===== config.mk =====
export PLATFORM = sky130hd
export DESIGN_NAME = audio_bitcrusher_unit_flat
export DESIGN_NICKNAME = d
export VERILOG_FILES = /design/src/rtl/abcr_pkg.sv /design/src/rtl/abcr_in_if.sv /design/src/rtl/abcr_out_if.sv /design/src/rtl/abcr_serial_mac.sv /design/src/rtl/audio_bitcrusher_unit.sv /design/src/flat_wrapper.sv
export SDC_FILE = /design/constraint.sdc
export NUM_CORES = 1
export LEC_CHECK = 0
export ABC_AREA = 1
export ABC_CLOCK_PERIOD_IN_PS = 5400
export BUFFER_PORTS_ARGS = -buffer_cell sky130_fd_sc_hd__buf_4
export CAP_MARGIN = 10
export CORE_MARGIN = 8
export CORE_UTILIZATION = 55
export DETAILED_ROUTE_END_ITERATION = 10
export GPL_TIMING_DRIVEN = 0
export PLACE_DENSITY_LB_ADDON = 0.25
export SYNTH_ARGS = -nofsm -noshare
export SYNTH_HDL_FRONTEND = slang
export SYNTH_SLANG_ARGS = --single-unit

===== constraint.sdc =====
create_clock -name clk -period 5.4 [get_ports clk]
set_input_delay 0 -clock clk [delete_from_list [all_inputs] [get_ports clk]]
set_output_delay 0 -clock clk [all_outputs]
set_load 0.02 [all_outputs]

===== src/rtl/abcr_pkg.sv =====
package abcr_pkg;

    // Sample width default and fixed field widths
    localparam int SAMPLE_WIDTH_DEF = 16;
    localparam int BD_W             = 5;
    localparam int HP_W             = 7;
    localparam int MIX_W            = 16;
    localparam int MIX_FRAC         = MIX_W - 1;
    localparam int ADDR_W           = 4;
    localparam int DATA_W           = 32;

    // Unity wet share in Q1.15
    localparam logic [MIX_W-1:0] MIX_ONE = MIX_W'(1) << MIX_FRAC;

    // Register indexes (byte address bits [3:2])
    localparam logic [1:0] REG_BIT_DEPTH   = 2'd0;
    localparam logic [1:0] REG_HOLD_PERIOD = 2'd1;
    localparam logic [1:0] REG_WET_MIX     = 2'd2;

    // Reset values of the registers
    localparam logic [BD_W-1:0]  BIT_DEPTH_RST   = 5'd8;
    localparam logic [HP_W-1:0]  HOLD_PERIOD_RST = 7'd2;
    localparam logic [MIX_W-1:0] WET_MIX_RST     = MIX_ONE;

    typedef enum logic [1:0] {
        ST_IDLE,
        ST_LOAD,
        ST_RUN,
        ST_DONE
    } abcr_state_t;

    typedef struct packed {
        logic load;
        logic shift;
    } abcr_ctrl_t;

endpackage


===== src/rtl/abcr_in_if.sv =====
interface abcr_in_if #(
    parameter int SAMPLE_WIDTH = abcr_pkg::SAMPLE_WIDTH_DEF
);
    logic                           valid;
    logic                           ready;
    logic signed [SAMPLE_WIDTH-1:0] sample_in;

    modport source (output valid, output sample_in, input ready);
    modport sink (input valid, input sample_in, output ready);
endinterface


===== src/rtl/abcr_out_if.sv =====
interface abcr_out_if #(
    parameter int SAMPLE_WIDTH = abcr_pkg::SAMPLE_WIDTH_DEF
);
    logic                           valid;
    logic                           ready;
    logic signed [SAMPLE_WIDTH-1:0] sample_out;

    modport source (output valid, output sample_out, input ready);
    modport sink (input valid, input sample_out, output ready);
endinterface


===== src/rtl/abcr_serial_mac.sv =====
module abcr_serial_mac #(
    parameter int SAMPLE_WIDTH = abcr_pkg::SAMPLE_WIDTH_DEF
) (
    input  logic                                             clk,
    input  abcr_pkg::abcr_ctrl_t                             ctrl,
    input  logic signed [SAMPLE_WIDTH-1:0]                   held,
    input  logic signed [SAMPLE_WIDTH-1:0]                   dry,
    input  logic        [abcr_pkg::BD_W-1:0]                 bit_depth,
    input  logic        [abcr_pkg::MIX_W-1:0]                mix,
    output logic signed [SAMPLE_WIDTH+abcr_pkg::MIX_W-1:0]   acc
);
    import abcr_pkg::*;

    localparam int W     = SAMPLE_WIDTH;
    localparam int ACC_W = W + MIX_W;
    localparam int IDX_W = $clog2(W);

    logic [W-1:0]            u;
    logic [BD_W-1:0]         bd_eff;
    logic                    pass;
    logic [BD_W-1:0]         sh_hi;
    logic [W-1:0]            u_hi;
    logic [W-1:0]            u_lo_sh;
    logic [W-1:0]            q;
    logic                    wbit;
    logic                    xbit;
    logic signed [ACC_W-1:0] mix_ext;

    logic [W-1:0]            rot_reg,  rot_next;
    logic [IDX_W-1:0]        bidx_reg, bidx_next;
    logic [W-1:0]            xu_reg,   xu_next;
    logic [MIX_W-1:0]        mix_reg,  mix_next;
    logic signed [ACC_W-1:0] acc_reg,  acc_next;

    // Offset-binary held sample and effective depth
    always_comb
    begin
        u       = {~held[W-1], held[W-2:0]};
        bd_eff  = (bit_depth == '0) ? BD_W'(1) : bit_depth;
        pass    = int'(bd_eff) >= W;
        sh_hi   = pass ? '0 : (BD_W'(W) - bd_eff);
        u_hi    = u >> sh_hi;
        u_lo_sh = u << bd_eff;
        // floor(u*(2^b-1)/2^W): top b bits, less one when the low part falls short
        q       = u_hi - W'(u_lo_sh < u);
    end

    // Requantized value is q repeated every b bits, read MSB first from a rotator
    assign wbit    = rot_reg[bidx_reg];
    assign xbit    = xu_reg[W-1];
    assign mix_ext = signed'({{(ACC_W-MIX_W){1'b0}}, mix_reg});

    always_comb
    begin
        rot_next  = rot_reg;
        bidx_next = bidx_reg;
        xu_next   = xu_reg;
        mix_next  = mix_reg;
        acc_next  = acc_reg;
        if (ctrl.load)
        begin
            rot_next  = pass ? u : q;
            bidx_next = pass ? IDX_W'(W - 1) : IDX_W'(bd_eff - BD_W'(1));
            xu_next   = {~dry[W-1], dry[W-2:0]};
            mix_next  = mix;
            acc_next  = '0;
        end
        else if (ctrl.shift)
        begin
            rot_next = {rot_reg[W-2:0], wbit};
            xu_next  = {xu_reg[W-2:0], 1'b0};
            // Horner step on digit (wet bit - dry bit) in {-1, 0, 1}
            if (wbit && !xbit)
                acc_next = (acc_reg <<< 1) + mix_ext;
            else if (!wbit && xbit)
                acc_next = (acc_reg <<< 1) - mix_ext;
            else
                acc_next = acc_reg <<< 1;
        end
    end

    always_ff @(posedge clk)
    begin
        rot_reg  <= rot_next;
        bidx_reg <= bidx_next;
        xu_reg   <= xu_next;
        mix_reg  <= mix_next;
        acc_reg  <= acc_next;
    end

    assign acc = acc_reg;

endmodule


===== src/rtl/audio_bitcrusher_unit.sv =====
// A new sample is taken only in the idle state, after the bit-serial
//   multiply-accumulate, which walks one bit of crushed and dry sample per cycle,
//   has finished and its result has gone to the output register.
// A finished result waits in the output register while the next sample is taken.
// Reset (rst_n low, asynchronous): registers return to bit_depth 8,
//   hold_period 2, wet_mix 32768; hold counter and held sample clear to zero.
module audio_bitcrusher_unit #(
    parameter int SAMPLE_WIDTH = abcr_pkg::SAMPLE_WIDTH_DEF
) (
    input  logic                          clk,
    input  logic                          rst_n,
    // configuration port
    input  logic                          psel,
    input  logic                          penable,
    input  logic                          pwrite,
    input  logic [abcr_pkg::ADDR_W-1:0]   paddr,
    input  logic [abcr_pkg::DATA_W-1:0]   pwdata,
    output logic [abcr_pkg::DATA_W-1:0]   prdata,
    output logic                          pready,
    // sample streams
    abcr_in_if.sink                       in_ch,
    abcr_out_if.source                    out_ch
);
    import abcr_pkg::*;

    localparam int W     = SAMPLE_WIDTH;
    localparam int ACC_W = W + MIX_W;
    localparam int CNT_W = $clog2(W);

    // ------------------------------------------------------------------
    // Configuration registers
    // ------------------------------------------------------------------
    logic [BD_W-1:0]  bit_depth_reg,   bit_depth_next;
    logic [HP_W-1:0]  hold_period_reg, hold_period_next;
    logic [MIX_W-1:0] wet_mix_reg,     wet_mix_next;
    logic             cfg_wr;
    logic [1:0]       reg_idx;

    assign pready  = 1'b1;
    assign reg_idx = paddr[3:2];
    assign cfg_wr  = psel && penable && pwrite && pready;

    always_comb
    begin
        bit_depth_next   = bit_depth_reg;
        hold_period_next = hold_period_reg;
        wet_mix_next     = wet_mix_reg;
        if (cfg_wr)
        begin
            unique case (reg_idx)
                REG_BIT_DEPTH:   bit_depth_next   = pwdata[BD_W-1:0];
                REG_HOLD_PERIOD: hold_period_next = pwdata[HP_W-1:0];
                REG_WET_MIX:     wet_mix_next     = pwdata[MIX_W-1:0];
                default:         ; // drop writes outside the register map
            endcase
        end
    end

    always_comb
    begin
        unique case (reg_idx)
            REG_BIT_DEPTH:   prdata = DATA_W'(bit_depth_reg);
            REG_HOLD_PERIOD: prdata = DATA_W'(hold_period_reg);
            REG_WET_MIX:     prdata = DATA_W'(wet_mix_reg);
            default:         prdata = '0;
        endcase
    end

    always_ff @(posedge clk or negedge rst_n)
    begin
        if (!rst_n)
        begin
            bit_depth_reg   <= BIT_DEPTH_RST;
            hold_period_reg <= HOLD_PERIOD_RST;
            wet_mix_reg     <= WET_MIX_RST;
        end
        else
        begin
            bit_depth_reg   <= bit_depth_next;
            hold_period_reg <= hold_period_next;
            wet_mix_reg     <= wet_mix_next;
        end
    end

    // ------------------------------------------------------------------
    // Sequencer: take a sample, load the serial datapath, walk W bits,
    // then hand the result to the output register.
    // ------------------------------------------------------------------
    abcr_state_t             state_reg, state_next;
    logic [CNT_W-1:0]        cnt_reg,   cnt_next;
    logic [HP_W-1:0]         hold_cnt_reg, hold_cnt_next;
    logic signed [W-1:0]     held_reg,  held_next;
    logic signed [W-1:0]     dry_reg,   dry_next;
    logic                    out_valid_reg, out_valid_next;
    logic signed [W-1:0]     out_data_reg,  out_data_next;

    abcr_ctrl_t              ctrl;
    logic                    in_xfer;
    logic                    out_free;
    logic [HP_W-1:0]         period_eff;
    logic [HP_W-1:0]         hold_inc;
    logic [MIX_W-1:0]        mix_eff;
    logic signed [ACC_W-1:0] acc;
    logic signed [W:0]       blend;

    assign in_ch.ready = (state_reg == ST_IDLE);
    assign in_xfer     = in_ch.valid && in_ch.ready;
    assign out_free    = !out_valid_reg || out_ch.ready;

    // A zero period latches every sample; a wet share above unity acts as unity
    assign period_eff = (hold_period_reg == '0) ? HP_W'(1) : hold_period_reg;
    assign hold_inc   = hold_cnt_reg + HP_W'(1);
    assign mix_eff    = (wet_mix_reg > MIX_ONE) ? MIX_ONE : wet_mix_reg;

    // y = dry + floor((wet - dry) * mix / 2^15); stays between dry and wet
    assign blend = {dry_reg[W-1], dry_reg} + acc[ACC_W-1:MIX_FRAC];

    always_comb
    begin
        state_next     = state_reg;
        cnt_next       = cnt_reg;
        hold_cnt_next  = hold_cnt_reg;
        held_next      = held_reg;
        dry_next       = dry_reg;
        out_valid_next = out_valid_reg && !out_ch.ready;
        out_data_next  = out_data_reg;
        ctrl.load      = 1'b0;
        ctrl.shift     = 1'b0;

        unique case (state_reg)
            ST_IDLE:
            begin
                if (in_xfer)
                begin
                    dry_next = in_ch.sample_in;
                    // advance the hold counter; latch a new held sample on period
                    if (hold_inc >= period_eff)
                    begin
                        held_next     = in_ch.sample_in;
                        hold_cnt_next = '0;
                    end
                    else
                    begin
                        hold_cnt_next = hold_inc;
                    end
                    state_next = ST_LOAD;
                end
            end
            ST_LOAD:
            begin
                ctrl.load  = 1'b1;
                cnt_next   = CNT_W'(W - 1);
                state_next = ST_RUN;
            end
            ST_RUN:
            begin
                ctrl.shift = 1'b1;
                cnt_next   = cnt_reg - CNT_W'(1);
                if (cnt_reg == '0)
                    state_next = ST_DONE;
            end
            ST_DONE:
            begin
                // hold the result until the output register frees up
                if (out_free)
                begin
                    out_valid_next = 1'b1;
                    out_data_next  = blend[W-1:0];
                    state_next     = ST_IDLE;
                end
            end
            default:
            begin
                state_next = ST_IDLE;
            end
        endcase
    end

    always_ff @(posedge clk or negedge rst_n)
    begin
        if (!rst_n)
        begin
            state_reg     <= ST_IDLE;
            cnt_reg       <= '0;
            hold_cnt_reg  <= '0;
            held_reg      <= '0;
            out_valid_reg <= 1'b0;
        end
        else
        begin
            state_reg     <= state_next;
            cnt_reg       <= cnt_next;
            hold_cnt_reg  <= hold_cnt_next;
            held_reg      <= held_next;
            out_valid_reg <= out_valid_next;
        end
    end

    always_ff @(posedge clk)
    begin
        dry_reg      <= dry_next;
        out_data_reg <= out_data_next;
    end

    assign out_ch.valid      = out_valid_reg;
    assign out_ch.sample_out = out_data_reg;

    // ------------------------------------------------------------------
    // Bit-serial crush and blend datapath
    // ------------------------------------------------------------------
    abcr_serial_mac #(
        .SAMPLE_WIDTH (SAMPLE_WIDTH)
    ) u_mac (
        .clk       (clk),
        .ctrl      (ctrl),
        .held      (held_reg),
        .dry       (dry_reg),
        .bit_depth (bit_depth_reg),
        .mix       (mix_eff),
        .acc       (acc)
    );

endmodule

===== src/flat_wrapper.sv =====
// flat-port wrapper written by rule: the top's interface ports become plain ports
module audio_bitcrusher_unit_flat import abcr_pkg::*;
#(
    parameter int SAMPLE_WIDTH = abcr_pkg::SAMPLE_WIDTH_DEF
)
  (clk, rst_n, psel, penable, pwrite, paddr, pwdata, prdata, pready, in_ch_valid, in_ch_sample_in, in_ch_ready, out_ch_valid, out_ch_sample_out, out_ch_ready);
  abcr_in_if #(.SAMPLE_WIDTH(SAMPLE_WIDTH)) in_ch_i ();
  abcr_out_if #(.SAMPLE_WIDTH(SAMPLE_WIDTH)) out_ch_i ();
  input  logic clk;
  input  logic rst_n;
  input  logic psel;
  input  logic penable;
  input  logic pwrite;
  input  logic [abcr_pkg::ADDR_W-1:0] paddr;
  input  logic [abcr_pkg::DATA_W-1:0] pwdata;
  output logic [abcr_pkg::DATA_W-1:0] prdata;
  output logic pready;
  input wire logic [$bits(in_ch_i.valid)-1:0] in_ch_valid;
  input wire logic [$bits(in_ch_i.sample_in)-1:0] in_ch_sample_in;
  output wire logic [$bits(in_ch_i.ready)-1:0] in_ch_ready;
  output wire logic [$bits(out_ch_i.valid)-1:0] out_ch_valid;
  output wire logic [$bits(out_ch_i.sample_out)-1:0] out_ch_sample_out;
  input wire logic [$bits(out_ch_i.ready)-1:0] out_ch_ready;
  assign in_ch_i.valid = in_ch_valid;
  assign in_ch_i.sample_in = in_ch_sample_in;
  assign in_ch_ready = in_ch_i.ready;
  assign out_ch_valid = out_ch_i.valid;
  assign out_ch_sample_out = out_ch_i.sample_out;
  assign out_ch_i.ready = out_ch_ready;
  audio_bitcrusher_unit #(.SAMPLE_WIDTH(SAMPLE_WIDTH)) u_core (.clk(clk), .rst_n(rst_n), .psel(psel), .penable(penable), .pwrite(pwrite), .paddr(paddr), .pwdata(pwdata), .prdata(prdata), .pready(pready), .in_ch(in_ch_i), .out_ch(out_ch_i));
endmodule

# ---- Word-level counts from Yosys, hierarchy flattened
# Cells that the tools add are included.
dict set report totals {
  reg_bits 173
  latchBits 0
  ram_bits 0
  word_cells 88
  memories 0
  romBits 0
  out_inout_bits 51
  inputBits 59
}
dict set report classes {
  multipliers 0
  reduce_logical 25
  mux 23
  bitwise 2
  order_cmp 5
  n_shift 2
  div 0
  eq_ne 8
  add_sub_neg 8
}
# operator count
set ops {}
lappend ops {{two-way mux 16 bit} 5}
lappend ops {{two-way mux 31 bit} 2}
lappend ops {{one-hot mux 16 bit (3 select lines)} 1}
lappend ops {{adder 31 x 17 -> 31 bit} 1}
lappend ops {{subtractor 31 x 17 -> 31 bit} 1}
lappend ops {{adder 16 bit} 1}
lappend ops {{greater-than comparator 16 bit, second input constant} 1}
lappend ops {{less-than comparator 16 bit} 1}
lappend ops {{<< shifter 16 x 5 -> 16 bit} 1}
lappend ops {{>> shifter 16 x 5 -> 16 bit} 1}
lappend ops {{subtractor 16 x 1 -> 16 bit} 1}
lappend ops {{two-way mux 7 bit} 2}
lappend ops {{two-way mux 5 bit} 2}
lappend ops {{AND reduction 2 bit} 5}
lappend ops {{one-hot mux 2 bit (4 select lines)} 1}
lappend ops {{one-hot mux 4 bit (2 select lines)} 1}
lappend ops {{subtractor 4 x 1 -> 4 bit, second input constant} 2}
lappend ops {{adder 7 x 1 -> 7 bit, second input constant} 1}
lappend ops {{>= comparator 7 bit} 1}
lappend ops {{logical NOT 7 bit} 1}
lappend ops {{== test 2 bit, second input constant} 3}
lappend ops {{logical AND 1 bit} 6}
lappend ops {{two-way mux 2 bit} 3}
lappend ops {{AND reduction 3 bit} 2}
lappend ops {{other kinds (15)} 27}

# ---- Logic depth before layout (Yosys ltp)
dict set report logic_depth {
  word_depth 8
  mapped_depth 34
  mapped_depth_nobuf 29
}

# ---- By module
# A second synthesis with hierarchy kept.
dict set report hier_totals {
  hier_cells 1869
  area_unflattened_um2 13175.1
}
# mod n_inst seq_area_each_um2 area_per_inst_um2 cells_per_inst
set modules_own_cells {}
lappend modules_own_cells {abcr_serial_mac 1 2202.1 8225.4 1288}
lappend modules_own_cells {audio_bitcrusher_unit 1 2416.1 4949.7 581}

# ---- Worst setup path after synthesis
# Ideal clock, no wire load.
dict set report synth_path {
  path_type {register to register}
  start {register u_core.bit_depth_reg[4]}
  end {register u_core.u_mac.rot_reg[14], data pin}
  setup_ns 0.252
  slack_ns 0.921
  path_buffers 4
  path_stages_with_launch 32
  synth_period_minus_slack_ns 4.479
  t_arrival_ns 4.226
  t_required_ns 5.148
  path_cell_list {dfrtp_1 > nor2_2 > nand2_2 > nand2_2 > buf_4 > buf_2 > clkbuf_1 > inv_1 > ha_1 > nand2_1 > nor2_1 > ha_1 > inv_1 > clkbuf_1 > nand4_1 > nand2_1 > nand2_1 > a21oi_1 > a31o_2 > o21ai_0 > inv_1 > ha_1 > ha_1 > inv_1 > nor2_1 > nand2_2 > nor2_2 > nand2_1 > nand2_1 > nand3_1 > nand2_1 > nand2_1}
}
dict set report synth_between {
  elab_chain_cells 8
  word_cells_on_any_way 11
  cone_classes {add/sub (2); order compare (2); shift (2); mux (4); reduce/logical (1)}
}
# item line
set synth_rtl {}
lappend synth_rtl {{from (decl)} audio_bitcrusher_unit.sv:33} ;# logic [BD_W-1:0] bit_depth_reg, bit_depth_next;
lappend synth_rtl {{from (signal assigned)} audio_bitcrusher_unit.sv:79} ;# bit_depth_reg <= bit_depth_next;
lappend synth_rtl {{logical NOT 5 bit} abcr_serial_mac.sv:39} ;# bd_eff = (bit_depth == '0) ? BD_W'(1) : bit_depth;
lappend synth_rtl {{two-way mux 5 bit (*)} abcr_serial_mac.sv:39}
lappend synth_rtl {{parallel branches: the longest is 4 deep, another holds less-than comparator 16 bit} --}
lappend synth_rtl {{two-way mux 16 bit (*)} abcr_serial_mac.sv:62} ;# rot_next = pass ? u : q;
lappend synth_rtl {{two-way mux 16 bit (*)} abcr_serial_mac.sv:60} ;# if (ctrl.load)
lappend synth_rtl {{via u_core.u_mac.rot_next[14]} abcr_serial_mac.sv:29} ;# logic [W-1:0] rot_reg, rot_next;
lappend synth_rtl {{to (signal assigned)} abcr_serial_mac.sv:84} ;# rot_reg <= rot_next;
lappend synth_rtl {{to (decl)} abcr_serial_mac.sv:29}
# Mark *: on every way through the listed nets, which the timed path passes.
# A chain may end at the register's enable or synchronous reset.

# ---- Worst setup path in the final report
dict set report layout_path {
  start {register u_core.bit_depth_reg[1]}
  end {register u_core.u_mac.rot_reg[14], data pin}
}
# The elaborated chain is that of the path after synthesis.

==> metrics.txt <==
# TYPE chip_impl_metric gauge
chip_impl_info{name="synthMostInstantiatedCell",value="sky130_fd_sc_hd__nand2_1"} 1
chip_impl_metric{name="totalNegativeSetupSlack",unit="ns"} 0
chip_impl_metric{name="hold_path_depth",unit=""} 4
chip_impl_metric{name="io_pins",unit=""} 110
chip_impl_metric{name="routed_via_density",unit=""} 5.659
chip_impl_metric{name="critPathBufInv",unit=""} 8
chip_impl_metric{name="cts.reportedPaths.clkPinSlew",unit="ns"} 0.07
chip_impl_metric{name="routed_wire_length_per_instance",unit="µm"} 16.50
chip_impl_metric{name="via_count_of_the_first_global_routing_pass",unit=""} 12130
chip_impl_info{name="critical_path.top_delay_family",value="simple AND/OR/NAND/NOR gates"} 1
chip_impl_metric{name="timing.final.setup_violations",unit=""} 0
chip_impl_info{name="hold_path.class",value="in -> reg"} 1
chip_impl_info{name="tritoncts",value="built"} 1
chip_impl_metric{name="syn_area_per_cell",unit="µm²"} 7.130
chip_impl_metric{name="worst-endpoint-required",unit="ns"} 5.59
chip_impl_metric{name="grt_antenna_before_repair",unit=""} 0
chip_impl_metric{name="yosys.area.top_type_share",unit="%"} 19.61
chip_impl_metric{name="finalClockSkew",unit="ns"} 0.009766
chip_impl_metric{name="post_synth_instance_area",unit="µm²"} 12860
chip_impl_metric{name="worst_r2r_path_depth",unit=""} 31
chip_impl_metric{name="timing_hold_violations_final",unit=""} 0
chip_impl_info{name="hold-path-endpoint",value="u_core.state_reg[1]$_DFFE_PN0P_"} 1
chip_impl_metric{name="ctsLongestPathBuffers",unit=""} 2
chip_impl_metric{name="crit_arrival",unit="ns"} 5.23
chip_impl_metric{name="cts_inserted_buffers",unit=""} 17
chip_impl_info{name="path_common_cell",value="sky130_fd_sc_hd__nand2_1"} 1
chip_impl_metric{name="finalWeightedCongestion",unit=""} 0.9550
chip_impl_info{name="setup_repair_after_global_routing_missed_its_margin",value="no"} 1
chip_impl_metric{name="yosysSeqAreaShare",unit="%"} 35.75
chip_impl_metric{name="finalWirelength",unit="µm"} 37640
chip_impl_metric{name="stdcell_count",unit=""} 2282
chip_impl_metric{name="clock_latency_reported_for_the_late_side_of_the_worst_skew_pair",unit="ns"} 0.43
chip_impl_metric{name="grt_overflow_total",unit=""} 0
chip_impl_metric{name="drt-initial-drc-count",unit=""} 1399
chip_impl_info{name="synth_top_flop_cell",value="sky130_fd_sc_hd__edfxtp_1"} 1
chip_impl_info{name="r2r_start",value="u_core.bit_depth_reg[1]$_DFFE_PN0P_"} 1
chip_impl_info{name="setup.worst_path.class",value="reg -> reg"} 1
chip_impl_metric{name="die_height",unit="µm"} 168.9
chip_impl_metric{name="clock.fmax",unit="GHz"} 0.1985
chip_impl_metric{name="pwr_density_cell",unit="nW/µm²"} 637.6
chip_impl_metric{name="timing.critical_path.slowest_cell_delay",unit="ns"} 0.48
chip_impl_metric{name="dieWidth",unit="µm"} 168.9
chip_impl_metric{name="dieArea",unit="µm²"} 28540
chip_impl_metric{name="cts.htree.levels",unit=""} 4
chip_impl_metric{name="total_leakage_power",unit="µW"} 0.007194
chip_impl_info{name="cts-root-buf",value="sky130_fd_sc_hd__clkbuf_16"} 1
chip_impl_info{name="status",value="finished clean"} 1
chip_impl_info{name="timing.critical_path.from_type",value="flop"} 1
chip_impl_metric{name="start_util",unit="%"} 55.46
chip_impl_info{name="netlist.top_cell.by_area",value="sky130_fd_sc_hd__edfxtp_1"} 1
chip_impl_info{name="slowest_stage",value="sky130_fd_sc_hd__dfrtp_1"} 1
chip_impl_metric{name="final.fill_count",unit=""} 2047
chip_impl_metric{name="max_slew_margin",unit="%"} 14.30
chip_impl_metric{name="1st_pass_router_iterations",unit=""} 6
chip_impl_metric{name="num_vias",unit=""} 12910
chip_impl_metric{name="area_growth",unit="%"} 15.51
chip_impl_metric{name="cp_max_fo",unit=""} 10
chip_impl_metric{name="synth_enable_flop_cells",unit=""} 84
chip_impl_metric{name="core_area",unit="µm²"} 23190
chip_impl_metric{name="timing.final.crit_share",unit="%"} 93.30
chip_impl_metric{name="synthDistinctLibCells",unit=""} 54
chip_impl_metric{name="netlist_instances",unit=""} 1804
chip_impl_metric{name="numPortBuffers",unit=""} 74
chip_impl_metric{name="clock-sinks",unit=""} 173
chip_impl_metric{name="grt_pass1_wl",unit="µm"} 59790
chip_impl_metric{name="antenna_violating_nets_post_route",unit=""} 0
chip_impl_metric{name="grt_max_degree",unit=""} 59
chip_impl_info{name="min_from",value="in_ch_valid"} 1
chip_impl_metric{name="num_antenna_cells",unit=""} 0
chip_impl_metric{name="grt_use_total",unit="%"} 26.03
chip_impl_metric{name="asyncSetResetFlopFracSynth",unit="%"} 33.53
chip_impl_metric{name="final_nets",unit=""} 2089
chip_impl_metric{name="place.detailed.instances",unit=""} 2212
chip_impl_metric{name="dpl.hpwl",unit="µm"} 28340
chip_impl_metric{name="post_route_cells_drive_above_1_share",unit="%"} 9.679
chip_impl_metric{name="cap_viol_max_count",unit=""} 0
chip_impl_metric{name="placement_rows",unit=""} 56
chip_impl_info{name="r2r_end",value="u_core.u_mac.rot_reg[14]$_DFFE_PP_"} 1
chip_impl_metric{name="max_slew_violation_count",unit=""} 0
chip_impl_metric{name="largest_reg_flops",unit=""} 31
chip_impl_metric{name="ys_seq_elements",unit=""} 173
chip_impl_metric{name="multi_input_area",unit="µm²"} 7003
chip_impl_metric{name="drc",unit=""} 0
chip_impl_metric{name="reg2reg_setup_slack",unit="ns"} 0.36
chip_impl_metric{name="ys_warn_count",unit=""} 0
chip_impl_info{name="top_cell_types_by_occurrence_after_synthesis",value="434 x sky130_fd_sc_hd__nand2_1, 233 x sky130_fd_sc_hd__inv_1, 159 x sky130_fd_sc_hd__nor2_1, 158 x sky130_fd_sc_hd__o21ai_0, 144 x sky130_fd_sc_hd__a21oi_1"} 1
chip_impl_metric{name="vdd_ir_drop_max",unit="V"} 0.0004036
chip_impl_metric{name="worstMarginPinSlew",unit="ns"} 1.286
chip_impl_info{name="critical_path.endpoint_type",value="flop"} 1
chip_impl_metric{name="timing.final.crit_period",unit="ns"} 5.038
chip_impl_metric{name="final-seq-area",unit="µm²"} 4598
chip_impl_info{name="ys_top_cells_by_area",value="sky130_fd_sc_hd__edfxtp_1 20%, sky130_fd_sc_hd__nand2_1 13%, sky130_fd_sc_hd__dfrtp_1 11%"} 1
repair_timing:
item	CTS	global route
endpoints found under the hold margin	116	0
setup endpoints to repair	0	13
hold buffers	34	0
gates resized for setup	0	7
setup buffers	0	2
layout by cell type, fill, tap and decap left out, types with 7 or more instances in the layout:
cell                            count
sky130_fd_sc_hd__a21oi_1          144
sky130_fd_sc_hd__a31oi_1           17
sky130_fd_sc_hd__buf_4             98
sky130_fd_sc_hd__clkbuf_1          44
sky130_fd_sc_hd__clkbuf_16         20
sky130_fd_sc_hd__conb_1            17
sky130_fd_sc_hd__dfrtp_1           55
sky130_fd_sc_hd__dfxtp_1           31
sky130_fd_sc_hd__dlygate4sd3_1     34
sky130_fd_sc_hd__edfxtp_1          84
sky130_fd_sc_hd__ha_1              76
sky130_fd_sc_hd__inv_1            233
sky130_fd_sc_hd__nand2_1          434
sky130_fd_sc_hd__nand2_2            9
sky130_fd_sc_hd__nand3_1          104
sky130_fd_sc_hd__nand3_2            8
sky130_fd_sc_hd__nand4_1           33
sky130_fd_sc_hd__nor2_1           159
sky130_fd_sc_hd__nor3_1            19
sky130_fd_sc_hd__nor4_1             9
sky130_fd_sc_hd__o211ai_1          17
sky130_fd_sc_hd__o21ai_0          158
sky130_fd_sc_hd__o21ai_1            8
sky130_fd_sc_hd__o21bai_1          13
sky130_fd_sc_hd__o221ai_1           7
sky130_fd_sc_hd__o22ai_1            8
sky130_fd_sc_hd__xor2_1            32
report_power, final:
part	internal, µW	leakage [µW]	total [µW]	switching [µW]
Sequential	2100	0.00173	2500	403
Combinational	1830	0.00517	5740	3910
Clock	698	0.000291	1240	539
final cells by class:
class / instances / area share (%)
multi-input cells: 1323 / 47.14
flip-flops and latches: 173 / 30.95
repair buffers: 112 / 6.283
inverters: 243 / 6.173
clock buffers: 24 / 3.562
plain buffers: 80 / 2.771
well taps: 319 / 2.687
clock inverters: 8 / 0.4379
tightest hold or removal path: cells and delay by family:
family	cells	cell delay [ns]
simple gates	1	0.09
compound gates	2	0.24
buf+inv	1	0.08
cells by family after synthesis:
logic type               after synthesis  synth area share [%]
AO/OA/AOI/OAI                        389                 16.57
XOR/XNOR                              35                 2.383
adder cells (fa/ha/maj)               80                 7.957
buffers and inverters                323                 10.30
flip-flops                           173                 35.75
other                                  2               0.05839
AND/OR/NAND/NOR                      802                 26.98
per-stage QoR:
stage          utilization (%)  total power [µW]  hold slack, ns  cell area [µm²]  worst slack [ns]
3_3_place_gp             59.82              7941          0.1257            13870           0.05349
3_5_place_dp             59.83              8037          0.1256            13880           0.05916
4_1_cts                  63.86              9326        0.007895            14810           0.04066
6_report                 64.06              9473         0.01800            14860            0.3617
5_1_grt                  64.06             10240         0.02996            14860           0.03123
2_1_floorplan                -              6485         -0.2956            12920            0.9214
how the worst max path moves through the flow:
stage,start,to,slack [ns],depth (start not counted)
2_1_floorplan,u_core.bit_depth_reg[4]$_DFFE_PN0P_,u_core.u_mac.rot_reg[14]$_DFFE_PP_,0.92,31
3_3_place_gp,u_core.bit_depth_reg[4]$_DFFE_PN0P_,u_core.u_mac.rot_reg[14]$_DFFE_PP_,0.05,31
3_5_place_dp,u_core.bit_depth_reg[4]$_DFFE_PN0P_,u_core.u_mac.rot_reg[14]$_DFFE_PP_,0.06,31
4_1_cts,u_core.bit_depth_reg[4]$_DFFE_PN0P_,u_core.u_mac.rot_reg[14]$_DFFE_PP_,0.04,31
5_1_grt,u_core.bit_depth_reg[1]$_DFFE_PN0P_,u_core.u_mac.rot_reg[14]$_DFFE_PP_,0.03,31
6_report,u_core.bit_depth_reg[1]$_DFFE_PN0P_,u_core.u_mac.rot_reg[14]$_DFFE_PP_,0.36,31
layer usage:
layer	wire length [µm]	track usage, %
met1	15840	33.14
met2	17670	43.89
met3	2998	3.611
met4	1131	10.64
met5	0	0
(Power assumes the default switching activity.)
